## src/rtl/core/spm_pkg.sv

```systemverilog
// shared constants and word types for the stroke point smoother
package spm_pkg;

    // default bound on the smoothing radius
    localparam int SPM_MAX_RADIUS = 5;

    // field widths
    localparam int COORD_W = 20;
    localparam int PRES_W  = 16;
    localparam int CFG_W   = 3;

    // input word: one pen point
    typedef struct packed {
        logic signed [COORD_W-1:0] x_in;
        logic signed [COORD_W-1:0] y_in;
        logic        [PRES_W-1:0]  pressure_in;
        logic                      stroke_end;
    } in_word_t;

    // output word: one smoothed point
    typedef struct packed {
        logic signed [COORD_W-1:0] x_out;
        logic signed [COORD_W-1:0] y_out;
        logic        [PRES_W-1:0]  pressure_out;
        logic                      stroke_done;
    } out_word_t;

    // one entry of the point history
    typedef struct packed {
        logic signed [COORD_W-1:0] x;
        logic signed [COORD_W-1:0] y;
        logic        [PRES_W-1:0]  p;
    } hist_t;

endpackage

```

## src/rtl/core/spm_ram.sv

```systemverilog
// generic single-port-write ram with one registered read port
module spm_ram #(
    parameter int WIDTH = 8,
    parameter int DEPTH = 16
) (
    input  logic                     clk,
    input  logic                     we,
    input  logic [$clog2(DEPTH)-1:0] waddr,
    input  logic [WIDTH-1:0]         wdata,
    input  logic [$clog2(DEPTH)-1:0] raddr,
    output logic [WIDTH-1:0]         rdata
);

    logic [WIDTH-1:0] mem [DEPTH];
    logic [WIDTH-1:0] rdata_reg;

    // write port and registered read
    always_ff @(posedge clk)
    begin
        if (we)
        begin
            mem[waddr] <= wdata;
        end
        rdata_reg <= mem[raddr];
    end

    assign rdata = rdata_reg;

endmodule

```

## src/rtl/core/spm_mean_div.sv

```systemverilog
// serial rounded mean: signed window sum divided by point count, ties away from zero
module spm_mean_div import spm_pkg::*; #(
    parameter int SUM_W = 24,
    parameter int CNT_W = 4
) (
    input  logic                      clk,
    input  logic                      rst_n,
    input  logic                      start,
    input  logic signed [SUM_W-1:0]   sum,
    input  logic        [CNT_W-1:0]   cnt,
    output logic                      done,
    output logic signed [COORD_W-1:0] mean
);

    localparam int STEP_W = $clog2(SUM_W);

    logic              busy_reg, busy_next;
    logic              done_reg, done_next;
    logic [STEP_W-1:0] step_reg, step_next;
    logic              neg_reg, neg_next;
    logic [SUM_W-1:0]  work_reg, work_next;
    logic [CNT_W-1:0]  rem_reg, rem_next;
    logic [CNT_W-1:0]  div_reg, div_next;

    logic [SUM_W-1:0]   sum_u;
    logic [SUM_W-1:0]   mag;
    logic [SUM_W-1:0]   dvd;
    logic [CNT_W:0]     rem_sh;
    logic [CNT_W:0]     rem_sub;
    logic               ge;
    logic [COORD_W-1:0] q;

    // magnitude plus half the count, for round to nearest
    always_comb
    begin
        sum_u = sum;
        mag   = sum[SUM_W-1] ? (~sum_u + SUM_W'(1)) : sum_u;
        dvd   = mag + SUM_W'(cnt[CNT_W-1:1]);
    end

    // one restoring step per cycle
    always_comb
    begin
        rem_sh  = {rem_reg, work_reg[SUM_W-1]};
        ge      = rem_sh >= {1'b0, div_reg};
        rem_sub = ge ? (rem_sh - {1'b0, div_reg}) : rem_sh;
    end

    // sequencing
    always_comb
    begin
        busy_next = busy_reg;
        done_next = 1'b0;
        step_next = step_reg;
        neg_next  = neg_reg;
        work_next = work_reg;
        rem_next  = rem_reg;
        div_next  = div_reg;
        if (start)
        begin
            busy_next = 1'b1;
            step_next = '0;
            neg_next  = sum[SUM_W-1];
            work_next = dvd;
            rem_next  = '0;
            div_next  = cnt;
        end
        else if (busy_reg)
        begin
            work_next = {work_reg[SUM_W-2:0], ge};
            rem_next  = rem_sub[CNT_W-1:0];
            step_next = step_reg + STEP_W'(1);
            if (step_reg == STEP_W'(SUM_W - 1))
            begin
                busy_next = 1'b0;
                done_next = 1'b1;
            end
        end
    end

    always_ff @(posedge clk or negedge rst_n)
    begin
        if (!rst_n)
        begin
            busy_reg <= 1'b0;
            done_reg <= 1'b0;
            step_reg <= '0;
        end
        else
        begin
            busy_reg <= busy_next;
            done_reg <= done_next;
            step_reg <= step_next;
        end
    end

    always_ff @(posedge clk)
    begin
        neg_reg  <= neg_next;
        work_reg <= work_next;
        rem_reg  <= rem_next;
        div_reg  <= div_next;
    end

    // restore the sign
    always_comb
    begin
        q    = work_reg[COORD_W-1:0];
        mean = neg_reg ? signed'(~q + COORD_W'(1)) : signed'(q);
    end

    assign done = done_reg;

endmodule

```

## src/rtl/core/stroke_point_smoother.sv

```systemverilog
// top level of the stroke point smoother: history ram, window sequencer and output register
//
// Input channel in_valid / in_stall / in_data carries one pen point per word, with
// stroke_end on the stroke's last point. Output channel out_valid / out_stall / out_data
// carries smoothed points, oldest first. cfg_we / cfg_wdata set the smoothing radius;
// the radius is latched at the first point of each stroke, values above MAX_RADIUS clamp.
// Each point is written to the history ram in the cycle it is accepted. Results lag the
// input by the radius; the word with stroke_end flushes all pending points (up to
// MAX_RADIUS + 1 results). in_stall is high from acceptance until the last result it
// causes has been taken.
// Per result: the center entry is read (S_CENTER, S_CAP); a smoothed point then sums the
// n-point window through the ram read port (S_SUM, S_LAST) and goes through the serial
// divider (S_DIV; SUM_W = 24 at the default radius), then each result waits in the output
// register (S_OUT). A word that causes no result is taken without leaving S_IDLE; a point
// passed unchanged skips the window sum and the divider.
// While out_stall is high the result holds in the output register and no input is taken.
// Reset clears the radius, the stroke counters and the write pointer; the ram is not
// cleared, since the window never reaches before the first point of a stroke.
module stroke_point_smoother import spm_pkg::*; #(
    parameter int MAX_RADIUS = SPM_MAX_RADIUS
) (
    input  logic             clk,
    input  logic             rst_n,
    input  logic             in_valid,
    output logic             in_stall,
    input  in_word_t         in_data,
    output logic             out_valid,
    input  logic             out_stall,
    output out_word_t        out_data,
    input  logic             cfg_we,
    input  logic [CFG_W-1:0] cfg_wdata
);

    localparam int DEPTH    = 2 * MAX_RADIUS + 1;
    localparam int PTR_W    = $clog2(DEPTH);
    localparam int RAD_W    = $clog2(MAX_RADIUS + 1);
    localparam int OFF_W    = $clog2(MAX_RADIUS + 2);
    localparam int SEEN_SAT = DEPTH + 1;
    localparam int SEEN_W   = $clog2(SEEN_SAT + 1);
    localparam int CNT_W    = $clog2(DEPTH + 1);
    localparam int SUM_W    = COORD_W + $clog2(DEPTH);

    typedef enum logic [6:0] {
        S_IDLE   = 7'b0000001,
        S_CENTER = 7'b0000010,
        S_CAP    = 7'b0000100,
        S_SUM    = 7'b0001000,
        S_LAST   = 7'b0010000,
        S_DIV    = 7'b0100000,
        S_OUT    = 7'b1000000
    } state_t;

    state_t            state_reg, state_next;
    logic [CFG_W-1:0]  cfg_radius_reg, cfg_radius_next;
    logic [RAD_W-1:0]  radius_reg, radius_next;
    logic [PTR_W-1:0]  wp_reg, wp_next;
    logic [SEEN_W-1:0] seen_reg, seen_next;
    logic [OFF_W-1:0]  offset_reg, offset_next;
    logic [SEEN_W-1:0] job_seen_reg, job_seen_next;
    logic              job_end_reg, job_end_next;
    logic [PTR_W-1:0]  b_reg, b_next;
    logic [OFF_W-1:0]  rem_reg, rem_next;
    logic [PTR_W-1:0]  k_reg, k_next;
    logic [PTR_W-1:0]  lo_reg, lo_next;
    logic [CNT_W-1:0]  cnt_reg, cnt_next;
    logic              rdv_reg, rdv_next;
    logic signed [SUM_W-1:0] acc_x_reg, acc_x_next;
    logic signed [SUM_W-1:0] acc_y_reg, acc_y_next;
    out_word_t         out_reg, out_next;

    logic              accept;
    logic [RAD_W-1:0]  r_cfg;
    logic [RAD_W-1:0]  r_eff;
    logic [SEEN_W-1:0] seen_inc;
    logic [OFF_W-1:0]  off_inc;
    logic              emit_now;

    logic [SEEN_W-1:0] i_w;
    logic [SEEN_W-1:0] b_w;
    logic [SEEN_W-1:0] r_w;
    logic [SEEN_W-1:0] min_ir;
    logic [SEEN_W-1:0] lo_w;
    logic [SEEN_W-1:0] hi_w;
    logic [SEEN_W-1:0] cnt_w;
    logic              interior;

    logic [PTR_W-1:0]  back_sel;
    logic [PTR_W:0]    slot_sum;
    logic [PTR_W:0]    slot_fix;
    logic [PTR_W-1:0]  rd_addr;
    logic [$bits(hist_t)-1:0] rd_bits;
    hist_t             rd_entry;
    hist_t             wr_entry;

    logic signed [SUM_W-1:0]   add_x;
    logic signed [SUM_W-1:0]   add_y;
    logic                      div_start;
    logic                      div_x_done;
    logic                      div_y_done;
    logic signed [COORD_W-1:0] mean_x;
    logic signed [COORD_W-1:0] mean_y;

    assign accept = in_valid && (state_reg == S_IDLE);

    // stroke bookkeeping for the word being accepted
    always_comb
    begin
        r_cfg    = (int'(cfg_radius_reg) > MAX_RADIUS) ? RAD_W'(MAX_RADIUS)
                                                       : RAD_W'(cfg_radius_reg);
        r_eff    = (seen_reg == '0) ? r_cfg : radius_reg;
        seen_inc = (seen_reg < SEEN_W'(SEEN_SAT)) ? (seen_reg + SEEN_W'(1)) : seen_reg;
        off_inc  = offset_reg + OFF_W'(1);
        emit_now = in_data.stroke_end || (SEEN_W'(off_inc) > SEEN_W'(r_eff));
    end

    // window bounds for the point at back offset b
    always_comb
    begin
        b_w      = SEEN_W'(b_reg);
        r_w      = SEEN_W'(radius_reg);
        i_w      = job_seen_reg - SEEN_W'(1) - b_w;
        interior = (i_w != '0) &&
                   (!job_end_reg || ((b_w != '0) && (job_seen_reg >= SEEN_W'(3))));
        min_ir   = (i_w < r_w) ? i_w : r_w;
        lo_w     = b_w + min_ir;
        hi_w     = (b_w > r_w) ? (b_w - r_w) : '0;
        cnt_w    = lo_w - hi_w + SEEN_W'(1);
    end

    // ring slot of a back offset from the newest point
    always_comb
    begin
        back_sel = (state_reg == S_CENTER) ? b_reg : k_reg;
        slot_sum = {1'b0, wp_reg} + (PTR_W + 1)'(DEPTH - 1) - {1'b0, back_sel};
        slot_fix = (slot_sum >= (PTR_W + 1)'(DEPTH)) ? (slot_sum - (PTR_W + 1)'(DEPTH))
                                                     : slot_sum;
        rd_addr  = slot_fix[PTR_W-1:0];
    end

    assign wr_entry.x = in_data.x_in;
    assign wr_entry.y = in_data.y_in;
    assign wr_entry.p = in_data.pressure_in;
    assign rd_entry   = hist_t'(rd_bits);

    // point history
    spm_ram #(
        .WIDTH ($bits(hist_t)),
        .DEPTH (DEPTH)
    ) u_hist (
        .clk   (clk),
        .we    (accept),
        .waddr (wp_reg),
        .wdata (wr_entry),
        .raddr (rd_addr),
        .rdata (rd_bits)
    );

    // window accumulation
    always_comb
    begin
        add_x = acc_x_reg + SUM_W'(rd_entry.x);
        add_y = acc_y_reg + SUM_W'(rd_entry.y);
    end

    assign div_start = (state_reg == S_LAST);

    spm_mean_div #(
        .SUM_W (SUM_W),
        .CNT_W (CNT_W)
    ) u_div_x (
        .clk   (clk),
        .rst_n (rst_n),
        .start (div_start),
        .sum   (add_x),
        .cnt   (cnt_reg),
        .done  (div_x_done),
        .mean  (mean_x)
    );

    spm_mean_div #(
        .SUM_W (SUM_W),
        .CNT_W (CNT_W)
    ) u_div_y (
        .clk   (clk),
        .rst_n (rst_n),
        .start (div_start),
        .sum   (add_y),
        .cnt   (cnt_reg),
        .done  (div_y_done),
        .mean  (mean_y)
    );

    // sequencer
    always_comb
    begin
        state_next      = state_reg;
        cfg_radius_next = cfg_we ? cfg_wdata : cfg_radius_reg;
        radius_next     = radius_reg;
        wp_next         = wp_reg;
        seen_next       = seen_reg;
        offset_next     = offset_reg;
        job_seen_next   = job_seen_reg;
        job_end_next    = job_end_reg;
        b_next          = b_reg;
        rem_next        = rem_reg;
        k_next          = k_reg;
        lo_next         = lo_reg;
        cnt_next        = cnt_reg;
        rdv_next        = 1'b0;
        acc_x_next      = acc_x_reg;
        acc_y_next      = acc_y_reg;
        out_next        = out_reg;
        case (state_reg)
            S_IDLE:
            begin
                if (accept)
                begin
                    radius_next   = r_eff;
                    wp_next       = (wp_reg == PTR_W'(DEPTH - 1)) ? '0 : (wp_reg + PTR_W'(1));
                    job_seen_next = seen_inc;
                    job_end_next  = in_data.stroke_end;
                    if (in_data.stroke_end)
                    begin
                        seen_next   = '0;
                        offset_next = '0;
                        b_next      = PTR_W'(offset_reg);
                        rem_next    = off_inc;
                    end
                    else
                    begin
                        seen_next   = seen_inc;
                        offset_next = emit_now ? OFF_W'(r_eff) : off_inc;
                        b_next      = PTR_W'(r_eff);
                        rem_next    = OFF_W'(1);
                    end
                    if (emit_now)
                    begin
                        state_next = S_CENTER;
                    end
                end
            end
            S_CENTER:
            begin
                state_next = S_CAP;
            end
            S_CAP:
            begin
                out_next.pressure_out = rd_entry.p;
                out_next.stroke_done  = job_end_reg && (b_reg == '0);
                k_next                = hi_w[PTR_W-1:0];
                lo_next               = lo_w[PTR_W-1:0];
                cnt_next              = cnt_w[CNT_W-1:0];
                acc_x_next            = '0;
                acc_y_next            = '0;
                if (interior)
                begin
                    state_next = S_SUM;
                end
                else
                begin
                    out_next.x_out = rd_entry.x;
                    out_next.y_out = rd_entry.y;
                    state_next     = S_OUT;
                end
            end
            S_SUM:
            begin
                rdv_next = 1'b1;
                if (rdv_reg)
                begin
                    acc_x_next = add_x;
                    acc_y_next = add_y;
                end
                if (k_reg == lo_reg)
                begin
                    state_next = S_LAST;
                end
                else
                begin
                    k_next = k_reg + PTR_W'(1);
                end
            end
            S_LAST:
            begin
                state_next = S_DIV;
            end
            S_DIV:
            begin
                if (div_x_done && div_y_done)
                begin
                    out_next.x_out = mean_x;
                    out_next.y_out = mean_y;
                    state_next     = S_OUT;
                end
            end
            S_OUT:
            begin
                if (!out_stall)
                begin
                    if (rem_reg == OFF_W'(1))
                    begin
                        state_next = S_IDLE;
                    end
                    else
                    begin
                        b_next     = b_reg - PTR_W'(1);
                        rem_next   = rem_reg - OFF_W'(1);
                        state_next = S_CENTER;
                    end
                end
            end
            default:
            begin
                state_next = S_IDLE;
            end
        endcase
    end

    // control state
    always_ff @(posedge clk or negedge rst_n)
    begin
        if (!rst_n)
        begin
            state_reg      <= S_IDLE;
            cfg_radius_reg <= '0;
            radius_reg     <= '0;
            wp_reg         <= '0;
            seen_reg       <= '0;
            offset_reg     <= '0;
            job_seen_reg   <= '0;
            job_end_reg    <= 1'b0;
            b_reg          <= '0;
            rem_reg        <= '0;
            k_reg          <= '0;
            lo_reg         <= '0;
            cnt_reg        <= '0;
            rdv_reg        <= 1'b0;
        end
        else
        begin
            state_reg      <= state_next;
            cfg_radius_reg <= cfg_radius_next;
            radius_reg     <= radius_next;
            wp_reg         <= wp_next;
            seen_reg       <= seen_next;
            offset_reg     <= offset_next;
            job_seen_reg   <= job_seen_next;
            job_end_reg    <= job_end_next;
            b_reg          <= b_next;
            rem_reg        <= rem_next;
            k_reg          <= k_next;
            lo_reg         <= lo_next;
            cnt_reg        <= cnt_next;
            rdv_reg        <= rdv_next;
        end
    end

    // payload registers
    always_ff @(posedge clk)
    begin
        acc_x_reg <= acc_x_next;
        acc_y_reg <= acc_y_next;
        out_reg   <= out_next;
    end

    // ports
    assign in_stall  = (state_reg != S_IDLE);
    assign out_valid = (state_reg == S_OUT);
    assign out_data  = out_reg;

endmodule

```

## config.mk

```make
export PLATFORM = sky130hd
export DESIGN_NAME = stroke_point_smoother
export DESIGN_NICKNAME = d
export VERILOG_FILES = /design/src/rtl/core/spm_pkg.sv /design/src/rtl/core/spm_ram.sv /design/src/rtl/core/spm_mean_div.sv /design/src/rtl/core/stroke_point_smoother.sv
export SDC_FILE = /design/constraint.sdc
export NUM_CORES = 1
export LEC_CHECK = 0
export ABC_AREA = 1
export BUFFER_PORTS_ARGS = -buffer_cell sky130_fd_sc_hd__buf_2
export CELL_PAD_IN_SITES_DETAIL_PLACEMENT = 0
export CELL_PAD_IN_SITES_GLOBAL_PLACEMENT = 1
export CORE_MARGIN = 2
export CORE_UTILIZATION = 30
export DETAILED_ROUTE_END_ITERATION = 10
export PLACE_DENSITY = 0.57
export SLEW_MARGIN = 20
export SYNTH_ARGS = -nofsm -noshare
export SYNTH_HDL_FRONTEND = slang
export SYNTH_SLANG_ARGS = --single-unit
```

## constraint.sdc

```tcl
create_clock -name clk -period 18.58 [get_ports clk]
set_input_delay 2.787 -clock clk [delete_from_list [all_inputs] [get_ports clk]]
set_output_delay 2.787 -clock clk [all_outputs]
set_load 0.02 [all_outputs]
```

==> impl_metrics.tcl, run 1 <==
set metrics [dict create \
    grt_pass1_vias 29510 \
    clk_latency_ps 740 \
    seqCellArea_mm2 0.02613 \
    crit_path_end "u_hist.rdata[33]$_DFF_P_" \
    start_util_pct 30.28 \
    status "finished clean" \
    ys_ff_latch 902 \
    crit_start "state_reg[6]$_DFFE_PN0P_" \
    cp.depth 24 \
    die_y_um 379.8 \
    drcViolationCount 0 \
    rr_worst_depth 24 \
    avgSynthCellArea_um2 10.19 \
    syn_inst 4156 \
    min_path_type "reg -> reg" \
    syn-cell-area_mm2 0.04236 \
    gp_congestion 0.8156 \
    routed_wl_um 122400 \
    ant_nets 0 \
    syn_to_final_growth_pct 14.64 \
    antenna_found_initial 26 \
    wl_met1_um 58750 \
    cts_max_level 3 \
    startpoint_type "flop" \
    skew_ps 60.20 \
    num_vias 29660 \
    r2r_start "state_reg[6]$_DFFE_PN0P_" \
    path_buf_inv 7 \
    async_flop_share_pct 6.984 \
    die_area_mm2 0.1442 \
    cpMaxStageDelayCell "buf_4" \
    worst_slew_pin_slew_ps 1114 \
    critPathMaxStageDelay_ps 730 \
    grt-ovfl-total 0 \
    synthTopCellsByArea "edfxtp_1 (55%), nand2_1 (7.2%), o21ai_0 (6.3%)" \
    clk_pin_slew_ps 60 \
    timing.setup.tns_ps 0 \
    cp_data_required_time_ps 19190 \
    multiInputGateArea_mm2 0.01449 \
    ys_types 61 \
    rrSetupSlack_ps 12130 \
    yosysSeqAreaShare_pct 61.69 \
    wl_per_cell_um 19.64 \
    rr_endpoint "u_hist.rdata[33]$_DFF_P_" \
    finalHoldViolations 0 \
    routed_via_density 4.761 \
    grt_util_all_layers_pct 16.70 \
    worst_setup_path_end_kind "flop" \
    grt_pass1_wl_um 184900 \
    cts_buffer_depth 3 \
    yosysWarnings 0 \
    criticalPathCategory "reg -> reg" \
    io_pins 124 \
    maxCapViolCount 0 \
    drive_gt1_share_pct 11.52 \
    syn_nets 4332 \
    slew_headroom_pct 25.76 \
    routed-wl-met3_um 5244 \
    dr.max_layer_used "met5" \
    drt_iter0_drc 1907 \
    cts_root_buffer "clkbuf_16" \
    cts_sinks 902 \
    slew_violations 0 \
    cts_resized 0 \
    critPathMaxFanout 61 \
    setup_viol 0 \
    cts_buffers 104 \
    synth_top_cell_by_area "edfxtp_1" \
    fp.dieW_um 379.8 \
    numPortBuffers 123 \
    hpwlAfterDp_um 76970 \
    fmax_mhz 155.1 \
    synth-edff-count 775 \
    path_delay_family "buffers and inverters" \
    cts_hold_repair.buffers 0 \
    grt_max_degree 101 \
    met2_length_um 56120 \
    synth_flop_cell "edfxtp_1" \
    grt_setup_unrepaired "no" \
    fin_crit_sh_pct 34.70 \
    worstPathArrival_ps 7060 \
    n_fill_cell 14290 \
    final_nets 4435 \
    std_cell_rows 137 \
    path_cells "nor2_1, nand2_1, inv_1, nand4_1, nand2_1, o21ai_0, ha_1, inv_1, ha_1, fa_1, a21o_1, o21bai_1, inv_1, nor2_1, or2_2, o21ai_4, buf_4, inv_4, buf_4, buf_4, o21ai_0, o221ai_1, o21ai_0, o21ai_1" \
    timing.final.crit_period_ps 6447 \
    core_area_mm2 0.1399 \
    cts_tree "yes" \
    post_cts_buffers 0 \
    dr.pass1.iters 5 \
    largest_reg_flops 616 \
    synth_top_cell_area_share_pct 54.94 \
]
cell usage in the layout (no fill, tap or decap), drive strengths merged, types with 5 or more instances in the layout:
cell type,count
nand3,195
nand3b,13
o31ai,5
or2,8
nor3,38
dfxtp,64
xnor2,35
o21bai,6
fa,11
nor2,566
clkinvlp,11
a31oi,7
o21ai,597
bufinv,6
nand2,876
o221ai,51
o22ai,71
xor2,51
dfrtp,62
nor4,6
buf,162
clkbuf,149
inv,315
clkinv,32
nand4,25
a21oi,82
ha,100
o211ai,9
edfxtp,775
synth_stat cells, types with 19 or more instances:
master and number:
xor2_1 51, ha_1 100, o21ai_1 58, o22ai_1 71, nand3_1 177, o221ai_1 51, dfrtp_1 62, clkbuf_1 136
edfxtp_1 775, o21ai_0 532, nand2_1 815, nor2_1 530, nor2_2 19, nor3_1 37, nand2_2 54, xnor2_1 34
dfxtp_1 64, inv_1 291, nand4_1 24, a21oi_1 79, inv_2 21
worst min path at each step:
stage	startpoint	slack [ps]	cells past startpoint	endpoint
finish	u_hist.rdata[6]$_DFF_P_	400	0	out_data[7]$_DFFE_PP_
global route	u_hist.rdata[1]$_DFF_P_	410	0	out_data[2]$_DFFE_PP_
CTS	u_hist.rdata[6]$_DFF_P_	400	0	out_data[7]$_DFFE_PP_
detailed placement	u_hist.rdata[12]$_DFF_P_	390	0	out_data[13]$_DFFE_PP_
global placement	u_hist.rdata[5]$_DFF_P_	390	0	out_data[6]$_DFFE_PP_
floorplan	u_hist.rdata[9]$_DFF_P_	390	0	out_data[10]$_DFFE_PP_
stage by stage:
step                      util [%]  worst slack [ps]  hold slack, ps  cell area [µm²]  cells
after global placement       32.22             11730           386.9            45060   6028
after floorplan                  -              9172           385.5            42360   4156
after global routing         34.71             11550           407.2            48550   6225
after CTS                    34.69             12050           400.2            48520   6224
final                        34.72             12130           402.4            48560   6229
after detailed placement     32.22             11720           388.7            45060   6028
per-layer routing:
layer / up-vias / global-route usage [%]
li1: 14630 / -
met4: 14 / 3.542
met3: 147 / 3.095
met5: - / 0
met2: 476 / 27.10
met1: 14400 / 23.22
cell type report:
type	instances	area share, %
Sequential cell	902	53.81
Multi-Input combinational cell	2772	29.83
Clock buffer	149	5.996
Tap cell	1876	4.834
Inverter	317	2.471
Timing Repair Buffer	162	1.920
Clock inverter	47	1.118
Antenna cell	4	0.02061
cells by family (layout without fill, tap and decap cells):
logic type	after synthesis	in the layout	share of synthesized area, %
AOI/OAI and AO/OA	840	840	10.91
xor gates and xnor gates	86	86	1.796
adders and majority gates	111	111	3.474
buffers and inverters	482	675	4.460
DFF	902	902	61.69
muxes	1	1	0.02658
other	0	4	0
and+or+nand+nor	1734	1734	17.64
Power of run 1 is not shown: default switching activity piles up to over one toggle a cycle in this logic, so the estimate is an artifact.
==> inputs of run 2 (changes only) <==
--- a/config.mk
+++ b/config.mk
@@ -5,14 +5,14 @@
 export SDC_FILE = /design/constraint.sdc
 export NUM_CORES = 1
 export LEC_CHECK = 0
-export ABC_AREA = 1
+export ABC_AREA = 0
 export BUFFER_PORTS_ARGS = -buffer_cell sky130_fd_sc_hd__buf_2
 export CELL_PAD_IN_SITES_DETAIL_PLACEMENT = 0
 export CELL_PAD_IN_SITES_GLOBAL_PLACEMENT = 1
 export CORE_MARGIN = 2
 export CORE_UTILIZATION = 30
 export DETAILED_ROUTE_END_ITERATION = 10
-export PLACE_DENSITY = 0.57
+export PLACE_DENSITY = 0.56
 export SLEW_MARGIN = 20
 export SYNTH_ARGS = -nofsm -noshare
 export SYNTH_HDL_FRONTEND = slang
==> constraint.sdc (replaced) <==
create_clock -name clk -period 5.5 [get_ports clk]
set_input_delay 0.825 -clock clk [delete_from_list [all_inputs] [get_ports clk]]
set_output_delay 0.825 -clock clk [all_outputs]
set_load 0.02 [all_outputs]
==> run 2 against run 1 <==
Against the previous run:
- worst setup slack worse by 12000 ps
- die area fell by 1.8%
- critical path depth is 3 lower
- cell area up 0.35%
- worst hold slack worse by 65 ps
- largest cell class unchanged
- utilization increased by 0.72 points
- highest routed layer unchanged
- cell count shrank 19%
- area after synthesis down 1.8%
- count of clock-buffer cells in the layout down 27
==> impl_metrics.tcl, run 2 <==
set metrics [dict create \
    status "finished clean" \
    std_cell_rows 136 \
    cts_root_buffer "clkbuf_16" \
    ys_ff_latch 902 \
    drive_gt1_share_pct 20.65 \
    mostFrequentLayoutCell "edfxtp_1" \
    routed-wl-met3_um 4738 \
    dr.pass1.iters 6 \
    worst_setup_path_end_kind "flop" \
    critPathMaxStageDelay_ps 650 \
    setup_viol 0 \
    worstPathArrival_ps 5610 \
    routed_wl_um 109500 \
    finalHoldViolations 0 \
    rrSetupSlack_ps 380 \
    slew_headroom_pct 37.95 \
    fmax_mhz 195.4 \
    worst_slew_pin_slew_ps 918.8 \
    grt_setup_unrepaired "no" \
    path_cells "or3_1, nor3_1, nand3b_1, buf_4, nand2_1, o21ai_0, ha_1, inv_1, ha_1, fa_1, a21oi_1, nor2b_1, o21ai_0, buf_4, nor2b_1, xnor2_2, buf_12, buf_4, buf_4, mux2i_1, a21oi_1" \
    mostFrequentLayoutCells "edfxtp_1 (775), nand2_1 (238), nor2_1 (179)" \
    syn_inst 2943 \
    critPathMaxFanout 13 \
    start_util_pct 30.25 \
    synth_top_cell_by_area "edfxtp_1" \
    grt_pass1_wl_um 164400 \
    syn_nets 3119 \
    cts_max_level 3 \
    met2_length_um 51500 \
    r2r_start "state_reg[2]$_DFFE_PN0P_" \
    finalWorstSetupSlack_ps 381.8 \
    wl_met1_um 50790 \
    dp_slack_ps 258.7 \
    ant_nets 0 \
    dr.max_layer_used "met5" \
    syn_to_final_growth_pct 17.17 \
    timing.final.crit_period_ps 5118 \
    maxCapViolCount 0 \
    synth-edff-count 775 \
    yosysSeqAreaShare_pct 62.83 \
    synthTopCellsByArea "edfxtp_1 (56%), mux4_2 (8.1%), dfrtp_1 (3.7%)" \
    timing.setup.tns_ps 0 \
    gp_congestion 0.7979 \
    fin_crit_sh_pct 93.06 \
    avgSynthCellArea_um2 14.13 \
    drcViolationCount 0 \
    rr_worst_depth 21 \
    syn-cell-area_mm2 0.04159 \
    drt_iter0_drc 1825 \
    synth_flop_cell "edfxtp_1" \
    die_area_mm2 0.1416 \
    grt-ovfl-total 0 \
    cts_tree "yes" \
    die_y_um 376.3 \
    grt_max_degree 71 \
    clk_latency_ps 730 \
    startpoint_type "flop" \
    cts_buffer_depth 3 \
    cpMaxStageDelayCell "a21oi_1" \
    crit_start "state_reg[2]$_DFFE_PN0P_" \
    synth_top_cell_area_share_pct 55.96 \
    cts_buffers 100 \
    synth_common_cells "edfxtp_1 (775), nand2_1 (239), nor2_1 (184), o21ai_0 (175), mux4_2 (150)" \
    cp_data_required_time_ps 6000 \
    cp_common_cell "buf_4" \
    clk_pin_slew_ps 60 \
    num_vias 24950 \
    cts_sinks 902 \
    numPortBuffers 123 \
    fp.dieW_um 376.3 \
    final_nets 3325 \
    hpwlAfterDp_um 71970 \
    io_pins 124 \
    antenna_found_initial 27 \
    ys_types 104 \
    crit_path_end "u_hist.rdata[55]$_DFF_P_" \
    grt_pass1_vias 25180 \
    synth_most_common_cell "edfxtp_1" \
    routed_via_density 4.956 \
    largest_reg_flops 616 \
    yosysWarnings 0 \
    criticalPathCategory "reg -> reg" \
    rr_endpoint "u_hist.rdata[55]$_DFF_P_" \
    async_flop_share_pct 6.984 \
    grt_util_all_layers_pct 15.43 \
    wl_per_cell_um 21.75 \
    min_path_type "in -> async" \
    slew_violations 0 \
    skew_ps 74.11 \
    core_area_mm2 0.1375 \
]
==> run 2: layer usage <==
layer	vias up	track usage, %
met5	-	0
met4	18	3.736
met3	162	2.848
met2	453	25.07
met1	12500	21.30
li1	11830	-
==> run 2: final cells by class <==
cell class | count | area (µm²)
well taps | 1794 | 2245
inverters | 69 | 259.0
repair buffers | 240 | 1784
clock buffers | 122 | 2655
clock inverters | 66 | 808.3
diodes | 6 | 15.01
flip-flops and latches | 902 | 26130
multi-input cells | 1836 | 14830
fillers | 13300 | 88760
==> run 2: worst min path at each step <==
stage               slack (ps)                       endpoint  cells after the start
floorplan                  390         out_data[10]$_DFFE_PP_                      0
global placement           390          out_data[4]$_DFFE_PP_                      0
detailed placement         390         out_data[12]$_DFFE_PP_                      0
CTS                        300          wp_reg[0]$_DFFE_PN0P_                      2
global route               330  cfg_radius_reg[1]$_DFFE_PN0P_                      2
finish                     340        seen_reg[1]$_DFFE_PN0P_                      2
==> run 2: what timing repair did <==
action                                 4_1_cts  5_1_grt
endpoints found under the hold margin        0        0
buffers inserted                             0        1
resized for setup                            0        1
setup endpoints to repair                    0       32
hold buffers                                 0        0
==> run 2: worst max-delay path, delay by kind of cell, from the launching register on <==
| kind | cells | cell delay, ps |
|---|---|---|
| fa+ha+maj | 3 | 1010 |
| mux | 1 | 80 |
| xor+xnor | 1 | 170 |
| compound gates | 4 | 1130 |
| simple gates | 6 | 1090 |
| buf+inv | 6 | 1050 |
| flops | 1 | 400 |
==> run 2: kinds of logic (layout without fill, tap and decap cells) <==
family | after synthesis | after routing | share of synthesized area [%]
other | 0 | 6 | 0
AND/OR/NAND/NOR | 747 | 747 | 8.646
adder cells (fa/ha/maj) | 111 | 111 | 3.538
AO/OA/AOI/OAI | 567 | 567 | 8.977
multiplexers | 252 | 252 | 10.72
buffers and inverters | 205 | 497 | 1.892
flip-flops | 902 | 902 | 62.83
XOR/XNOR | 159 | 159 | 3.394
==> run 2: through the flow <==
step	instance area, µm²	std cells	util (%)	hold WS (ps)
floorplan	41610	2943	-	385.5
global route	48720	5030	35.43	329.8
finish	48730	5035	35.44	337.5
global placement	45180	4838	32.86	389.4
detailed placement	45240	4840	32.91	391.4
CTS	48710	5028	35.43	297.6
Power of run 2 is left out for the same reason.
==> inputs of run 3 (changes only) <==
--- a/config.mk
+++ b/config.mk
@@ -12,7 +12,7 @@
 export CORE_MARGIN = 2
 export CORE_UTILIZATION = 30
 export DETAILED_ROUTE_END_ITERATION = 10
-export PLACE_DENSITY = 0.56
+export PLACE_DENSITY = 0.5
 export SLEW_MARGIN = 20
 export SYNTH_ARGS = -nofsm -noshare
 export SYNTH_HDL_FRONTEND = slang
==> run 3 against run 2 <==
Against the previous run:
- count of clock-buffer cells in the layout grew 21
- cell count barely moved
- first-iteration DRC count is 11% lower
- largest cell class unchanged
- routed wire length is 3.5% higher
==> impl_metrics.tcl, run 3 (same netlist as run 2, synthesis figures left out) <==
set metrics [dict create \
    dp.cells 4831 \
    slew_headroom_pct 33.41 \
    fin_cells 5030 \
    wl_per_cell_um 22.53 \
    std_cell_rows 136 \
    fin_area_mm2 0.04873 \
    routed_wl_um 113300 \
    antenna_found_initial 22 \
    cts_hold_repair.buffers 0 \
    die_area_mm2 0.1416 \
    n_fill_cell 13190 \
    status "finished clean" \
    cts_buffers 102 \
    drcViolationCount 0 \
    core_area_mm2 0.1375 \
    final_nets 3318 \
    maxCapViolCount 0 \
    grt_max_degree 83 \
    hpwlAfterDp_um 75040 \
    ant_nets 0 \
    syn_to_final_growth_pct 17.17 \
    numPortBuffers 123 \
    path_buf_inv 1 \
    holdWs_ps 306.7 \
    grt_util_all_layers_pct 15.93 \
    num_vias 25220 \
    worst_slew_pin_slew_ps 985.9 \
    cts_buffer_depth 3 \
    slew_violations 0 \
    place_area_mm2 0.04515 \
    drt_iter0_drc 1620 \
    grt-ovfl-total 0 \
    startpoint_type "flop" \
    gp_congestion 0.7984 \
    critPathMaxStageDelay_ps 570 \
    cp_data_required_time_ps 6040 \
    fin_crit_sh_pct 93.38 \
    skew_ps 54.27 \
    cts_max_level 3 \
    fp.dieW_um 376.3 \
    die_y_um 376.3 \
    start_util_pct 30.25 \
    path_cells "ha_1, and2_4, nand3_1, a2111oi_2, o2111ai_1, and3_1, nor2_2, buf_4, nor2_1, xnor2_1, ha_1, a21o_1, nand2_1, nor2_1, nand3_1, o2bb2ai_1, nand2_1, or3_1, a31o_2, a211oi_1" \
    min_path_type "in -> async" \
    mostFrequentLayoutCells "edfxtp_1 (775), nand2_1 (238), nor2_1 (179)" \
    clk_pin_slew_ps 60 \
    cts_sinks 902 \
    finalHoldViolations 0 \
    fmax_mhz 194.7 \
    largest_reg_flops 616 \
    criticalPathCategory "reg -> reg" \
    drive_gt1_share_pct 20.46 \
    grt_pass1_vias 25980 \
    worst_setup_path_end_kind "flop" \
    cts_root_buffer "clkbuf_16" \
    dr.pass1.iters 5 \
    timing.final.crit_period_ps 5136 \
    worstPathArrival_ps 5680 \
    cts_tree "yes" \
    io_pins 124 \
    routed_via_density 5.013 \
    path_delay_family "compound AO/OA/AOI/OAI gates" \
    critPathMaxFanout 8 \
    clk_latency_ps 720 \
    setup_viol 0 \
    grt_pass1_wl_um 170200 \
    mostFrequentLayoutCell "edfxtp_1" \
    cpMaxStageDelayCell "a2111oi_2" \
]
## run 3: worst register-to-register path, stage by stage (launching register included)
cell and delay, ps:
edfxtp_1 360, ha_1 410, and2_4 200, nand3_1 140, a2111oi_2 570, o2111ai_1 320, and3_1 320, nor2_2 150
buf_4 180, nor2_1 60, xnor2_1 120, ha_1 370, a21o_1 260, nand2_1 130, nor2_1 120, nand3_1 90
o2bb2ai_1 220, nand2_1 120, or3_1 420, a31o_2 260, a211oi_1 190
## run 3: cell type report
class	instances	area (µm²)	area share, %
flip-flops and latches	902	26130	53.62
multi-input cells	1836	14850	30.47
clock buffers	143	2806	5.759
well taps	1794	2245	4.606
repair buffers	231	1705	3.500
clock inverters	50	723.2	1.484
inverters	69	259.0	0.5315
diodes	5	12.51	0.02568
## run 3: per-stage QoR
step	utilization, %	worst slack (ps)	TNS [ps]
final	35.44	364.3	0
after global routing	35.43	-13.84	-27.38
after CTS	35.41	2.937	0
after detailed placement	32.84	-98.30	-98.30
after global placement	32.83	-155.5	-155.5
after floorplan	-	-256.4	-28720
## run 3: what timing repair did
item                       in CTS  in global routing
gates resized for setup         1                  5
pin swaps                       0                  1
gates cloned                    0                  0
setup buffers                   0                  1
hold endpoints to repair        0                  0
setup endpoints to repair       1                 55
## run 3: path summary, 6_finish.rpt
check	to	slack [ps]	start	cells past startpoint
max reg2reg	u_div_y.work_reg[16]$_DFFE_PP_	360	acc_y_reg[4]$_SDFFCE_PN0P_	20
max	u_div_y.work_reg[16]$_DFFE_PP_	360	acc_y_reg[4]$_SDFFCE_PN0P_	20
max in group asynchronous	u_div_x.step_reg[3]$_DFFE_PN0P_	4620	rst_n	2
min	b_reg[3]$_DFFE_PN0P_	310	rst_n	2
min in group clk	cfg_radius_reg[1]$_DFFE_PN0P_	340	cfg_wdata[1]	2
min reg2reg	out_data[16]$_DFFE_PP_	400	u_hist.rdata[15]$_DFF_P_	0
## run 3: layer usage
metal	up-vias	wire length [µm]	global-route usage, %	share of wire, %
met5	-	72	0	0.064
met4	14	2307	4.023	2.0
met3	159	4922	2.629	4.3
met2	469	53160	26.03	47
met1	12760	52890	22.02	47
li1	11810	-	-	-
Power of run 3 is left out for the same reason.
